<file path="src/window_weighted_square_count_sum_macros.svh">
// ----------------------------------------------------------------------------
// Assertion macros for the window power block
// Concurrent assertion wrappers that can be compiled out with ASSERT_OFF.
// ----------------------------------------------------------------------------
`ifndef WINDOW_WEIGHTED_SQUARE_COUNT_SUM_MACROS_SVH
`define WINDOW_WEIGHTED_SQUARE_COUNT_SUM_MACROS_SVH
`ifndef ASSERT_OFF
`define WWSC_ASSERT(label, clk, rst, prop, msg) \
   label: assert property (@(posedge clk) disable iff (rst) prop) else $error(msg);
`define WWSC_ASSERT_NEVER(label, clk, rst, cond, msg) \
   label: assert property (@(posedge clk) disable iff (rst) !(cond)) else $error(msg);
`else
`define WWSC_ASSERT(label, clk, rst, prop, msg)
`define WWSC_ASSERT_NEVER(label, clk, rst, cond, msg)
`endif
`endif

</file>
<file path="src/wwsc_pkg.sv">
// ----------------------------------------------------------------------------
// Window power package
// Shared types, codes and constants of the window power block.
// ----------------------------------------------------------------------------
`default_nettype none

package wwsc_pkg;

   localparam int FIELD_W          = 10;
   localparam int POWER_W          = 30;
   localparam int DEF_MAX_ELEMENTS = 1024;
   localparam int DEF_VALUE_RANGE  = 1024;
   localparam int QUEUE_DEPTH      = 2;

   localparam logic [POWER_W-1:0] POWER_MAX = {POWER_W{1'b1}};

   localparam logic CMD_LOAD  = 1'b0;
   localparam logic CMD_QUERY = 1'b1;

   typedef struct packed {
      logic               cmd;
      logic [FIELD_W-1:0] position;
      logic [FIELD_W-1:0] right_end;
      logic [FIELD_W-1:0] value;
   } req_type;

   typedef struct packed {
      logic [POWER_W-1:0] power;
      logic               status;
   } rsp_type;

   typedef enum logic [1:0] {
      JOB_LOAD,
      JOB_QUERY,
      JOB_REJECT
   } job_kind_type;

   typedef struct packed {
      job_kind_type       kind;
      logic [FIELD_W-1:0] left_idx;
      logic [FIELD_W-1:0] right_idx;
      logic [FIELD_W-1:0] value;
   } job_type;

   typedef struct packed {
      logic    valid;
      job_type job;
   } queue_out_type;

   typedef enum logic [2:0] {
      ST_CLEAR,
      ST_IDLE,
      ST_WALK,
      ST_ERD,
      ST_EVAL,
      ST_HRD,
      ST_HUPD,
      ST_ACC
   } back_state_type;

endpackage

`default_nettype wire

</file>
<file path="src/wwsc_front.sv">
// ----------------------------------------------------------------------------
// Window power request front end
// Accepts requests, clamps indexes and values and classifies each request.
// ----------------------------------------------------------------------------
`default_nettype none

module wwsc_front
   import wwsc_pkg::*;
#(
   parameter int MAX_ELEMENTS = DEF_MAX_ELEMENTS,
   parameter int VALUE_RANGE  = DEF_VALUE_RANGE
) (
   input  wire logic    start,
   input  wire req_type req_data,
   input  wire logic    q_full,
   input  wire logic    clearing,
   output logic         busy,
   output logic         push,
   output job_type      job
);

   localparam int FieldTop = (1 << FIELD_W) - 1;
   localparam int IdxTop   = (MAX_ELEMENTS - 1 < FieldTop) ? MAX_ELEMENTS - 1 : FieldTop;
   localparam int ValTop   = (VALUE_RANGE - 1 < FieldTop) ? VALUE_RANGE - 1 : FieldTop;

   logic               pos_big;
   logic               rgt_big;
   logic [FIELD_W-1:0] left_c;
   logic [FIELD_W-1:0] right_c;
   logic [FIELD_W-1:0] value_c;

   always_comb begin
      pos_big = req_data.position > FIELD_W'(IdxTop);
      rgt_big = req_data.right_end > FIELD_W'(IdxTop);
      left_c  = pos_big ? FIELD_W'(IdxTop) : req_data.position;
      right_c = rgt_big ? FIELD_W'(IdxTop) : req_data.right_end;
      value_c = (req_data.value > FIELD_W'(ValTop)) ? FIELD_W'(ValTop) : req_data.value;

      busy = q_full || clearing;

      job.left_idx  = left_c;
      job.right_idx = right_c;
      job.value     = value_c;
      if (req_data.cmd == CMD_LOAD) begin
         job.kind = JOB_LOAD;
      end else if (left_c > right_c) begin
         job.kind = JOB_REJECT;
      end else begin
         job.kind = JOB_QUERY;
      end

      // A load beyond the element store is dropped here.
      push = start && !busy && !(req_data.cmd == CMD_LOAD && pos_big);
   end

endmodule

`default_nettype wire

</file>
<file path="config.mk">
export PLATFORM = sky130hd
export DESIGN_NAME = wwsc_front
export DESIGN_NICKNAME = d
export VERILOG_FILES = /design/src/window_weighted_square_count_sum_macros.svh /design/src/wwsc_pkg.sv /design/src/wwsc_front.sv
export SDC_FILE = /design/constraint.sdc
export NUM_CORES = 1
export LEC_CHECK = 0
export ABC_AREA = 1
export BUFFER_PORTS_ARGS = -buffer_cell sky130_fd_sc_hd__buf_2
export CORE_MARGIN = 3
export CORE_UTILIZATION = 31
export DETAILED_ROUTE_END_ITERATION = 6
export PLACE_DENSITY = 0.84
export SLEW_MARGIN = 20
export SYNTH_ARGS = -nofsm -noshare
export SYNTH_HDL_FRONTEND = slang
export SYNTH_SLANG_ARGS = --single-unit
</file>
<file path="constraint.sdc">
create_clock -name vclk -period 1.2
set_input_delay 0.06 -clock vclk [all_inputs]
set_output_delay 0.06 -clock vclk [all_outputs]
set_load 0.02 [all_outputs]
</file>
==> impl_metrics.ini <==
[global_routing]
gr-total-overflow = 0
antenna_found_initial = 0
grt_start_max_net_pins = 4
grt_pass1_vias = 439
grt_pass1_wl_mm = 1.649
grt_util_all_layers_pct = 10.45

[logic_synthesis]
seq_area_frac_synth_pct = 0
synth_top_area_share_pct = 27.32
synth_area_per_cell_um2 = 5.325
post-synth-top-count-cell = clkbuf_1
synth.distinct_cells = 13
synth-warning-count = 0
synth_common_cells = clkbuf_1 (30), inv_1 (19), nand2_1 (14)
netlist_area_um2 = 457.9
synth_area_leaders = ha_1 (27%), clkbuf_1 (25%), inv_1 (16%)
synth_fp_nets = 130
synth_top_area_cell = ha_1
syn_inst = 86

[route]
dr.pass1.iters = 1
via_count = 526
viasPerCell = 4.420
routed_wl_mm = 1.222
drc_errors = 0
first_iter_violations = 0
wl_per_cell_um = 10.27
ant_nets = 0

[sta]
rsz0062_at_grt = true
tightest_slew_ns = 0.2048
setup_slack_ns = -0.004203
drv_slew = 0
fin_crit_sh_pct = 100.4
period_minus_slack_ns = 1.204
setup_viol = 1
hold_viol_final = 0
whs_ns = 0.1200
fmax_mhz = 830.4
slew_headroom_pct = 86.31

[floorplanning]
core.rowCount = 13
die_w_um = 44.44
placeableCoreArea_um2 = 1350
die_h_um = 44.44
die-area_um2 = 1974
initial_utilization_pct = 33.92
pin_count = 68

[status]
violations = negative setup slack
status = finished, violations left

[power]
cellPowerDensity_nw_per_um2 = 440.1
vdd_drop_max_mv = 0.1985
p_leak_nw = 0.4738
p_total_mw = 0.3723

[place]
io_buffers = 48
place_ws_ns = -0.07588
hpwl_um = 968.2
dp_cells = 119
gp_congestion = 0.6484

[layout]
num-nets-final = 150
utilization_pct = 62.65
syn_to_final_growth_pct = 84.70
diodes = 0
drive_above_1_share_pct = 75.00
num-clock-buffers = 0
seq_cell_count = 0
fillers = 121
regArea_um2 = 0
fin_cells = 119

[worst_setup_path]
start_kind = input port
crit_slowest_cell = ha_4
path_cells = buf_6 -> inv_2 -> ha_4 -> nand2_4 -> nor2_4 -> nand4_1 -> a21oi_4 -> buf_6
cp-end-kind = output pin
crit_type = in -> out
crit_top_cell = buf_6
cpPeakStageDelay_ns = 0.27
crit_arrival_ns = 1.14
worst-path-buf-inv = 3
cp_max_fo = 3
required_ns = 1.14
cp_top_family = simple AND/OR/NAND/NOR gates

[flow_run]
drv_cap = 0

[worst_hold_path]
min-delay-start = req_data[4]
hold_path_class = in -> out
whs_path_depth = 0
holdPathEnd = job[4]
## repair_timing
item,4_1_cts,5_1_grt
resized for setup,18,27
hold buffers,0,0
pin swaps,11,16
hold endpoints to repair,0,0
setup buffers,0,0
endpoints found under the setup margin,2,2
## cells by family after synthesis
family | share of synthesized area [%]
fa+ha+maj | 27.32
compound gates | 4.099
simple gates | 28.42
buf+inv | 40.16
## layout make-up
class              instances  area, um^2  area share (%)
multi-input cells         37       421.7           49.85
inverters                 19       73.82           8.728
repair buffers            48       331.6           39.20
well taps                 15       18.77           2.219
## where the power goes
group	internal [mW]	switching, mW
logic	0.179	0.193
registers	0	0
clock network	0	0
## routing by layer
metal  vias up  GRT usage [%]  wire length, um
met5         -              0                0
met4         0              0                0
met3         0         0.8130              145
met2        37          22.09              676
met1       227          11.57              400
li1        262              -                -
## stage by stage
step / setup TNS (ns) / instance area (um^2)
after global placement: -0.07287 / 620.6
final: -0.004203 / 845.8
after detailed placement: -0.1399 / 620.6
after CTS: 0 / 735.7
after global routing: -0.06964 / 845.8
after floorplan: 0 / 478.0
## placed cells by master, fill, tap and decap left out
cell and count:
nand4_1 1, buf_8 1, ha_1 2, inv_2 7, nor2_1 1, ha_4 8
or2_2 1, a21oi_4 1, inv_1 11, nand2_1 11, buf_6 13, inv_4 1
nand2_4 4, nand2_2 1, buf_2 34, nor2_4 3, nand3_2 2, a21oi_2 2
## worst max-delay path by stage
stage	end	from	cells after the start
after floorplan	job[30]	req_data[24]	9
after global placement	job[31]	req_data[19]	10
after detailed placement	job[31]	req_data[19]	10
after CTS	job[30]	req_data[17]	8
after global routing	job[30]	req_data[19]	8
final	job[30]	req_data[19]	8
(Power assumes the default switching activity.)
