## config.mk

```make
export PLATFORM = sky130hd
export DESIGN_NAME = wwsc_queue
export DESIGN_NICKNAME = d
export VERILOG_FILES = /design/src/window_weighted_square_count_sum_macros.svh /design/src/wwsc_pkg.sv /design/src/wwsc_queue.sv
export SDC_FILE = /design/constraint.sdc
export NUM_CORES = 1
export LEC_CHECK = 0
export BUFFER_PORTS_ARGS = -buffer_cell sky130_fd_sc_hd__buf_2
export CAP_MARGIN = 20
export CORE_ASPECT_RATIO = 0.9
export CORE_MARGIN = 4
export CORE_UTILIZATION = 55
export CTS_BUF_LIST = sky130_fd_sc_hd__clkbuf_8 sky130_fd_sc_hd__clkbuf_16
export CTS_CLUSTER_DIAMETER = 40
export DETAILED_ROUTE_END_ITERATION = 16
export PLACE_DENSITY = 0.9
export SYNTH_ARGS = -nofsm -noshare
export SYNTH_HDL_FRONTEND = slang
export SYNTH_SLANG_ARGS = --single-unit
```

## constraint.sdc

```tcl
create_clock -name clock -period 5.44 [get_ports clock]
set_input_delay 0.272 -clock clock [delete_from_list [all_inputs] [get_ports clock]]
set_output_delay 0.272 -clock clock [all_outputs]
set_load 0.1 [all_outputs]
```

## src/window_weighted_square_count_sum_macros.svh

```systemverilog
// ----------------------------------------------------------------------------
// Assertion macros for the window power block
// Concurrent assertion wrappers that can be compiled out with ASSERT_OFF.
// ----------------------------------------------------------------------------
`ifndef WINDOW_WEIGHTED_SQUARE_COUNT_SUM_MACROS_SVH
`define WINDOW_WEIGHTED_SQUARE_COUNT_SUM_MACROS_SVH
`ifndef ASSERT_OFF
`define WWSC_ASSERT(label, clk, rst, prop, msg) \
   label: assert property (@(posedge clk) disable iff (rst) prop) else $error(msg);
`define WWSC_ASSERT_NEVER(label, clk, rst, cond, msg) \
   label: assert property (@(posedge clk) disable iff (rst) !(cond)) else $error(msg);
`else
`define WWSC_ASSERT(label, clk, rst, prop, msg)
`define WWSC_ASSERT_NEVER(label, clk, rst, cond, msg)
`endif
`endif

```

## src/wwsc_pkg.sv

```systemverilog
// ----------------------------------------------------------------------------
// Window power package
// Shared types, codes and constants of the window power block.
// ----------------------------------------------------------------------------
`default_nettype none

package wwsc_pkg;

   localparam int FIELD_W          = 10;
   localparam int POWER_W          = 30;
   localparam int DEF_MAX_ELEMENTS = 1024;
   localparam int DEF_VALUE_RANGE  = 1024;
   localparam int QUEUE_DEPTH      = 2;

   localparam logic [POWER_W-1:0] POWER_MAX = {POWER_W{1'b1}};

   localparam logic CMD_LOAD  = 1'b0;
   localparam logic CMD_QUERY = 1'b1;

   typedef struct packed {
      logic               cmd;
      logic [FIELD_W-1:0] position;
      logic [FIELD_W-1:0] right_end;
      logic [FIELD_W-1:0] value;
   } req_type;

   typedef struct packed {
      logic [POWER_W-1:0] power;
      logic               status;
   } rsp_type;

   typedef enum logic [1:0] {
      JOB_LOAD,
      JOB_QUERY,
      JOB_REJECT
   } job_kind_type;

   typedef struct packed {
      job_kind_type       kind;
      logic [FIELD_W-1:0] left_idx;
      logic [FIELD_W-1:0] right_idx;
      logic [FIELD_W-1:0] value;
   } job_type;

   typedef struct packed {
      logic    valid;
      job_type job;
   } queue_out_type;

   typedef enum logic [2:0] {
      ST_CLEAR,
      ST_IDLE,
      ST_WALK,
      ST_ERD,
      ST_EVAL,
      ST_HRD,
      ST_HUPD,
      ST_ACC
   } back_state_type;

endpackage

`default_nettype wire

```

## src/wwsc_queue.sv

```systemverilog
// ----------------------------------------------------------------------------
// Window power job queue
// Short FIFO of classified requests between the front end and the engine.
// ----------------------------------------------------------------------------
`default_nettype none

module wwsc_queue
   import wwsc_pkg::*;
(
   input  wire logic    clock,
   input  wire logic    reset,
   input  wire logic    push,
   input  wire job_type job_in,
   input  wire logic    pop,
   output queue_out_type q_out,
   output logic         q_full
);

   localparam int PtrW = (QUEUE_DEPTH > 1) ? $clog2(QUEUE_DEPTH) : 1;
   localparam int CntW = $clog2(QUEUE_DEPTH + 1);

   job_type             entries_ff [QUEUE_DEPTH];
   logic [PtrW-1:0]     wr_ptr_ff;
   logic [PtrW-1:0]     wr_ptr_in;
   logic [PtrW-1:0]     rd_ptr_ff;
   logic [PtrW-1:0]     rd_ptr_in;
   logic [CntW-1:0]     count_ff;
   logic [CntW-1:0]     count_in;

   function automatic logic [PtrW-1:0] next_ptr(input logic [PtrW-1:0] ptr);
      logic [PtrW-1:0] nxt;
      if (ptr == PtrW'(QUEUE_DEPTH - 1)) begin
         nxt = '0;
      end else begin
         nxt = ptr + PtrW'(1);
      end
      return nxt;
   endfunction

   always_comb begin
      wr_ptr_in = push ? next_ptr(wr_ptr_ff) : wr_ptr_ff;
      rd_ptr_in = pop ? next_ptr(rd_ptr_ff) : rd_ptr_ff;
      count_in  = count_ff;
      if (push && !pop) begin
         count_in = count_ff + CntW'(1);
      end else if (pop && !push) begin
         count_in = count_ff - CntW'(1);
      end
      q_full      = count_ff == CntW'(QUEUE_DEPTH);
      q_out.valid = count_ff != '0;
      q_out.job   = entries_ff[rd_ptr_ff];
   end

   always_ff @(posedge clock) begin
      if (push) begin
         entries_ff[wr_ptr_ff] <= job_in;
      end
      if (reset) begin
         wr_ptr_ff <= '0;
         rd_ptr_ff <= '0;
         count_ff  <= '0;
      end else begin
         wr_ptr_ff <= wr_ptr_in;
         rd_ptr_ff <= rd_ptr_in;
         count_ff  <= count_in;
      end
   end

endmodule

`default_nettype wire

```

==> impl_metrics.ini, run 1 <==
[routing]
drt_drc_violations_left = 0
drt.antenna.violating_nets = 0
via_count = 1289
drt-pass1-iter-count = 2
wire_per_inst_um = 14.3
detailedRoute.firstIterationViolations = 44
totalWireLength_mm = 3.79
post_drt_via_cell_ratio = 4.86

[floorplan]
core_um2 = 4430
design.die.area_um2 = 5730
chipWidth_um = 79.4
floorplan.die.height_um = 72.2
number_of_ports_placed_on_the_die_boundary = 70
initial_utilization = 0.569
placementRows = 23

[setup_path]
critical_path_class = register to output pin
worst-path-max-fanout = 17
cpPeakStageDelay_ps = 740
worstPathRequired_ps = 5170
r2r_cells = 1
critical-path-slowest-cell = sky130_fd_sc_hd__dfxtp_1
timing.critical_path.from_type = register
critPathArrivalTime_ps = 2100
timing.critical_path.cells = buf_4 -> mux2_2 -> buf_2
r2r_setup_slack_ps = 3980
endpoint_kind = output pin
rr_startpoint = wr_ptr_ff$_SDFFE_PP0P_
regToRegEndpoint = entries_ff[0][6]$_DFFE_PP_

[yosys]
number_of_storage_elements_in_the_synthesis_netlist = 69
mappedNetlistArea_um2 = 2520
synth_enable_flop_cells = 64
syn-mean-instance-area_um2 = 20.7
ys.flop_type = sky130_fd_sc_hd__edfxtp_1
synth.yosys.seq_area_share = 0.802
synth.net_count = 159
ys_warn_count = 0
netlist_instances = 122
synth-async-reset-ratio = 0
synth.distinct_cells = 18

[cells_and_area]
final_net_count = 237
drive_above_1_share = 0.567
seqCellArea_um2 = 2020
areaGrowthSynthToFinish_pct = 22.3
final_cell_mix = sky130_fd_sc_hd__buf_2, sky130_fd_sc_hd__edfxtp_1, sky130_fd_sc_hd__mux2_2
antenna_cell_count = 0
n_fill_cell = 314
multi_input_combinational_cell_area_um2 = 474
layout_commonest_cell = sky130_fd_sc_hd__buf_2

[sta]
clock-skew-final_ps = 4.98
final_min_period_over_clock_period = 0.437
fin_tns_setup_ps = 0
final-setup-viol-count = 0
achievable-frequency_mhz = 421
finalHoldViolations = 0
rsz0062_at_grt = false
worst_slew_pin_slew_ps = 898
postLayoutSetupSlackWorst_ps = 3070
report.final.slew_viol_count = 0
timing.slew.headroom = 0.400
layout_min_cycle_time_ps = 2370

[cts]
clk_latency_ps = 320
cts_root_buf = sky130_fd_sc_hd__clkbuf_8
cts_tree = done
postCtsSetupBuffers = 0
cts_made_buffers = 9
worst_setup_hold_path_clk_slew_ps = 60
clock-sinks = 69
cts_max_path_buffers = 2
clock_tree.htree_level_count = 3
cts_hold_buffers = 0
postCtsResizedCells = 0

[global_routing]
antenna_violations_before_repair = 0
grt.total_usage = 0.142
maximum_number_of_pins_on_one_net_before_global_route_repair = 33
grt_pass1_wl_mm = 5.89
grt_remaining_overflow = 0
first_global_vias = 1309

[place]
place_hpwl_mm = 2.55
detailedPlace.worstSlack_ps = 3370
globalplace.congestion = 0.678
io_buffer_count = 69

[pwr]
share_comb_of_total_power = 0.255
power_frac_clock = 0.246
p_int_uw = 834
power.ir.vdd_worst_v = 0.000233
power-per-cell-area_nw_per_um2 = 410
share_seq_of_total_power = 0.499
power.share.switching = 0.341
power.leakage_uw = 0.00119
netSwitchingPower_uw = 432

[hold_path]
min_path_type = primary input to register
min_path_cells = 1
worstHoldEndpoint = entries_ff[1][30]$_DFFE_PP_
min-delay-start = job_in[30]

[job]
maxCapViolCount = 0

[status]
status = finished, final reports clean
-- routing by layer --
metal | vias to the layer above | global-route usage | wire length, µm
met5 | - | 0 | 0
met4 | 0 | 0.0744 | 18
li1 | 622 | - | -
met3 | 2 | 0.0546 | 310
met1 | 619 | 0.162 | 1580
met2 | 46 | 0.234 | 1880
-- stage by stage --
step / power (µW) / hold slack [ps] / area [µm²] / std cells / utilization
floorplan: 915 / 341 / 2520 / 122 / -
global placement: 964 / 460 / 2940 / 251 / 0.663
detailed placement: 967 / 464 / 2940 / 251 / 0.663
CTS: 1280 / 123 / 3080 / 265 / 0.696
global route: 1310 / 120 / 3080 / 265 / 0.696
finish: 1270 / 138 / 3080 / 265 / 0.696
-- worst max-delay path, delay by kind of cell, from the launching register on --
kind | cells | cell delay, ps
buffers and inverters | 2 | 660
flip-flops | 1 | 740
multiplexers | 1 | 370
-- worst max path at each step --
stage,end,slack (ps),from
floorplan,entries_ff[0][0]$_DFFE_PP_,3250,wr_ptr_ff$_SDFFE_PP0P_
global placement,q_out[1],3360,register
detailed placement,q_out[1],3370,register
CTS,q_out[1],3010,register
global route,q_out[1],2950,register
finish,q_out[27],3070,register
-- cell usage after synthesis (2+ instances only) --
cell type / instances / area, µm²
sky130_fd_sc_hd__edfxtp_1: 64 / 1920
sky130_fd_sc_hd__dfxtp_1: 5 / 100
sky130_fd_sc_hd__buf_4: 3 / 22.5
sky130_fd_sc_hd__xor2_1: 2 / 17.5
sky130_fd_sc_hd__mux2_1: 2 / 22.5
sky130_fd_sc_hd__xnor2_1: 2 / 17.5
sky130_fd_sc_hd__nor2_1: 4 / 15.0
sky130_fd_sc_hd__mux2_2: 30 / 338
-- sequential cells by signal, summed over array words and instances (netlist names), named ones only --
register and flops:
entries_ff 64, count_ff 2, rd_ptr_ff 1, wr_ptr_ff 1
-- final cells by class --
| type | count | area share |
|---|---|---|
| Inverter | 1 | 0.00122 |
| Clock inverter | 5 | 0.00690 |
| Timing Repair Buffer | 71 | 0.117 |
| Sequential cell | 69 | 0.656 |
| Multi-Input combinational cell | 48 | 0.154 |
| Clock buffer | 9 | 0.0402 |
| Tap cell | 62 | 0.0252 |
-- power groups by stage --
| stage | registers [µW] | clock network, µW | logic, µW |
|---|---|---|---|
| after floorplan | 636 | 0 | 279 |
| after global placement | 641 | 0 | 323 |
| after detailed placement | 643 | 0 | 325 |
| after CTS | 632 | 322 | 325 |
| after global routing | 634 | 346 | 334 |
| final | 631 | 312 | 323 |
-- cells by family after synthesis --
family	after synthesis	share of synthesized area
XOR/XNOR	4	0.0139
AND/OR/NAND/NOR	9	0.0194
AO/OA/AOI/OAI	2	0.00397
adder cells (fa/ha/maj)	1	0.00496
flip-flops	69	0.802
multiplexers	32	0.143
buffers and inverters	5	0.0124
(Power assumes the default switching activity.)
==> inputs of run 2 (changes only) <==
- CORE_UTILIZATION: 55 -> 51
- PLACE_DENSITY: 0.9 -> 0.85
- clock period: 5.44 -> 2.2 ns (I/O delays scaled with it)
==> impl_metrics.ini, run 2 (synthesis results as in run 1) <==
[cells_and_area]
largest_register_ff_count = 64
areaGrowthSynthToFinish_pct = 56.5
drive_above_1_share = 0.498
final_core_utilization = 0.857
final_net_count = 273
largest_registers = entries_ff (64), count_ff (2)
largest_register = entries_ff
stdcell_count = 304
layout_commonest_cell = sky130_fd_sc_hd__edfxtp_1
n_fill_cell = 203
final_design_area_no_fill_um2 = 3940
final_cell_mix = sky130_fd_sc_hd__edfxtp_1, sky130_fd_sc_hd__buf_2, sky130_fd_sc_hd__dlygate4sd3_1, sky130_fd_sc_hd__buf_12, sky130_fd_sc_hd__mux2_2

[sta]
worst_slew_pin_slew_ps = 496
clock-skew-final_ps = 3.71
final-setup-viol-count = 0
final_min_period_over_clock_period = 0.836
timing.slew.headroom = 0.669
layout_min_cycle_time_ps = 1840
report.final.slew_viol_count = 0
fin_tns_setup_ps = 0
achievable-frequency_mhz = 544
rsz0062_at_grt = false
finalHoldViolations = 0

[cts]
clk_latency_ps = 330
worst_setup_hold_path_clk_slew_ps = 70
cts_tree = done
cts_hold_buffers = 33
cts_made_buffers = 9
postCtsSetupBuffers = 0
cts_root_buf = sky130_fd_sc_hd__clkbuf_8
postCtsResizedCells = 0
cts_max_path_buffers = 2
clock-sinks = 69
clock_tree.htree_level_count = 3

[routing]
drt.antenna.violating_nets = 0
totalWireLength_mm = 5.82
post_drt_via_cell_ratio = 4.95
drt_drc_violations_left = 0
detailedRoute.firstIterationViolations = 117
drt-pass1-iter-count = 4
via_count = 1504
wire_per_inst_um = 19.1

[status]
status = finished, final reports clean

[floorplan]
initial_utilization = 0.547
chipWidth_um = 82.1
design.die.area_um2 = 6130
placementRows = 23
core_um2 = 4600
number_of_ports_placed_on_the_die_boundary = 70
floorplan.die.height_um = 74.7

[setup_path]
worstPathRequired_ps = 2090
worst-path-max-fanout = 26
timing.critical_path.from_type = register
critPathArrivalTime_ps = 1730
critical_path_class = register to output pin
endpoint_kind = output pin

[pwr]
power_frac_clock = 0.237
share_comb_of_total_power = 0.319
power.share.switching = 0.340
p_int_uw = 2320
share_seq_of_total_power = 0.443
power.leakage_uw = 0.00152
netSwitchingPower_uw = 1200
power-per-cell-area_nw_per_um2 = 892
power.ir.vdd_worst_v = 0.000737

[global_routing]
grt.total_usage = 0.215
first_global_vias = 1708
grt_remaining_overflow = 0
antenna_violations_before_repair = 0
maximum_number_of_pins_on_one_net_before_global_route_repair = 27
grt_pass1_wl_mm = 8.99

[place]
dpl.cell_count = 254
globalplace.congestion = 0.735
io_buffer_count = 69
placed_cell_area_um2 = 3450
place_hpwl_mm = 3.34

[hold_path]
min_path_type = primary input to register

[job]
maxCapViolCount = 0
run 2: metrics by stage:
stage / hold WS (ps) / power, µW / setup WS (ps)
finish: 78.8 / 3520 / 361
global route: 90.8 / 3650 / 284
CTS: 63.3 / 3510 / 339
detailed placement: 302 / 2660 / 714
global placement: 297 / 2640 / 761
floorplan: 179 / 2260 / 7.56
run 2: layout make-up:
type | instances | area (µm²) | share of cell area
well taps | 62 | 77.6 | 0.0197
flip-flops and latches | 69 | 2020 | 0.513
diodes | 1 | 2.50 | 0.000635
repair buffers | 107 | 1210 | 0.306
multi-input cells | 48 | 474 | 0.120
clock inverters | 7 | 33.8 | 0.00857
inverters | 1 | 3.75 | 0.000952
clock buffers | 9 | 124 | 0.0314
run 2: path summary, 6_finish.rpt:
path,from,to,slack [ps],cells past startpoint
worst max register to register,wr_ptr_ff$_SDFFE_PP0P_,entries_ff[0][26]$_DFFE_PP_,830,2
worst max-delay path,register,q_out[23],360,3
worst min-delay path,pop,rd_ptr_ff$_SDFFE_PP0P_,80,3
worst min register to register,count_ff[1]$_SDFFE_PP0P_,count_ff[1]$_SDFFE_PP0P_,520,2
run 2: worst max-delay path, cell delays in order (launching register included):
cell and delay [ps]:
sky130_fd_sc_hd__dfxtp_1 560, sky130_fd_sc_hd__buf_12 250, sky130_fd_sc_hd__mux2_2 400, sky130_fd_sc_hd__buf_12 180
run 2: routing by layer:
layer / GRT usage / vias to the layer above / part of all wire
li1: - / 696 / -
met4: 0.0793 / 0 / 0.020
met2: 0.366 / 77 / 0.51
met1: 0.243 / 717 / 0.38
met3: 0.0921 / 14 / 0.089
met5: 0 / - / 0
run 2: power by group through the flow:
stage / Clock [µW] / Combinational (µW) / Sequential [µW]
6_report: 835 / 1120 / 1560
3_3_place_gp: 0 / 1060 / 1580
5_1_grt: 920 / 1160 / 1570
2_1_floorplan: 0 / 689 / 1570
4_1_cts: 836 / 1120 / 1560
3_5_place_dp: 0 / 1070 / 1590
==> inputs of run 3 (changes only) <==
- CORE_UTILIZATION: 51 -> 46
- PLACE_DENSITY: 0.85 -> 0.81
- clock period: 2.2 -> 1.66 ns (I/O delays scaled with it)
==> impl_metrics.ini, run 3 (synthesis results as in run 1) <==
[status]
status = finished, final reports clean

[floorplan]
core_um2 = 5290
number_of_ports_placed_on_the_die_boundary = 70
initial_utilization = 0.477
chipWidth_um = 86.0
design.die.area_um2 = 6730
floorplan.die.height_um = 78.2
placementRows = 25

[sta]
report.final.slew_viol_count = 0
finalHoldViolations = 0
worst_slew_pin_slew_ps = 485
timing.slew.headroom = 0.679
postLayoutSetupSlackWorst_ps = 101
layout_min_cycle_time_ps = 1560
final_min_period_over_clock_period = 0.939
achievable-frequency_mhz = 642
rsz0062_at_grt = false
final-setup-viol-count = 0
clock-skew-final_ps = 6.99
fin_tns_setup_ps = 0

[cells_and_area]
areaGrowthSynthToFinish_pct = 61.9
largest_register = entries_ff
largest_registers = entries_ff (64), count_ff (2)
final_cell_mix = sky130_fd_sc_hd__edfxtp_1, sky130_fd_sc_hd__buf_2, sky130_fd_sc_hd__buf_12
drive_above_1_share = 0.512
n_fill_cell = 284
antenna_cell_count = 0
layout_commonest_cell = sky130_fd_sc_hd__edfxtp_1
largest_register_ff_count = 64
final_design_area_no_fill_um2 = 4080
final_net_count = 274

[hold_path]
min_path_type = primary input to register
worstHoldEndpoint = rd_ptr_ff$_SDFFE_PP0P_
min_path_cells = 3
min-delay-start = pop

[setup_path]
timing.critical_path.cells = clkbuf_16 -> mux2_2 -> buf_12
rr_startpoint = wr_ptr_ff$_SDFFE_PP0P_
cpPeakStageDelay_ps = 400
regToRegEndpoint = entries_ff[1][24]$_DFFE_PP_
worst-path-max-fanout = 13
critical-path-slowest-cell = sky130_fd_sc_hd__dfxtp_2
worstPathRequired_ps = 1580
timing.critical_path.from_type = register
critical_path_class = register to output pin
critPathArrivalTime_ps = 1480
r2r_setup_slack_ps = 510
endpoint_kind = output pin
r2r_cells = 2

[global_routing]
maximum_number_of_pins_on_one_net_before_global_route_repair = 28
antenna_violations_before_repair = 0
grt.total_usage = 0.169
first_global_vias = 1649
grt_pass1_wl_mm = 8.21
grt_remaining_overflow = 0

[routing]
drt.antenna.violating_nets = 0
totalWireLength_mm = 5.36
wire_per_inst_um = 17.3
detailedRoute.firstIterationViolations = 91
via_count = 1479
post_drt_via_cell_ratio = 4.79
drt-pass1-iter-count = 4
drt_drc_violations_left = 0

[cts]
clock_tree.htree_level_count = 3
cts_tree = done
clock-sinks = 69
worst_setup_hold_path_clk_slew_ps = 70
cts_made_buffers = 9
postCtsSetupBuffers = 0
clk_latency_ps = 340
cts_max_path_buffers = 2
cts_root_buf = sky130_fd_sc_hd__clkbuf_8

[job]
maxCapViolCount = 0

[place]
globalplace.congestion = 0.705
detailedPlace.worstSlack_ps = 434
io_buffer_count = 69
place_hpwl_mm = 3.19
placed_cell_area_um2 = 3480

[pwr]
power-per-cell-area_nw_per_um2 = 1270
power.leakage_uw = 0.00157
power.ir.vdd_worst_v = 0.00112
[run 3: metal layers]
layer  vias to the layer above  routed length (µm)  global-route usage
met5                         -                   0                   0
met4                         0                 122              0.0807
met1                       720                1990               0.178
met3                         9                 280              0.0525
li1                        699                   -                   -
met2                        51                2960               0.303
[run 3: how the worst max path moves through the flow]
| stage | endpoint | startpoint | cells after the start | slack (ps) |
|---|---|---|---|---|
| 6_report | q_out[7] | register | 3 | 100 |
| 2_1_floorplan | entries_ff[0][0]$_DFFE_PP_ | wr_ptr_ff$_SDFFE_PP0P_ | 1 | 70 |
| 3_3_place_gp | q_out[29] | register | 3 | 440 |
| 4_1_cts | q_out[2] | register | 3 | 40 |
| 5_1_grt | q_out[9] | register | 3 | 40 |
| 3_5_place_dp | q_out[23] | register | 3 | 430 |
[run 3: layout make-up]
cell class | count | area [µm²] | share of cell area
Clock buffer | 9 | 124 | 0.0304
Clock inverter | 7 | 114 | 0.0279
Inverter | 1 | 3.75 | 0.000920
Multi-Input combinational cell | 48 | 474 | 0.116
Sequential cell | 69 | 2020 | 0.496
Tap cell | 67 | 83.8 | 0.0206
Timing Repair Buffer | 108 | 1260 | 0.308
[run 3: metrics by stage]
step | utilization | hold WS, ps | power [µW] | std cells
final | 0.772 | 41.7 | 5170 | 309
after global routing | 0.772 | 54.3 | 5350 | 309
after CTS | 0.767 | 20.6 | 5180 | 308
after detailed placement | 0.659 | 274 | 3530 | 259
after global placement | 0.659 | 270 | 3510 | 259
after floorplan | - | 152 | 3000 | 122
[run 3: where the power goes]
group / leakage (µW) / internal (µW) / switching, µW
clock network: 0.000113 / 989 / 617
logic: 0.000814 / 558 / 949
registers: 0.000643 / 2020 / 38.2
total: 0.00157 / 3570 / 1600
[run 3: worst max-delay path: cells and delay by family, from the launching register on]
kind	cells	cell delay, ps
multiplexers	1	370
buffers and inverters	2	360
flip-flops	1	400
[run 3: timing repair]
action | 4_1_cts | 5_1_grt
resized for setup | 0 | 1
hold buffers | 33 | 0
endpoints found under the hold margin | 69 | 0
setup endpoints to repair | 0 | 1
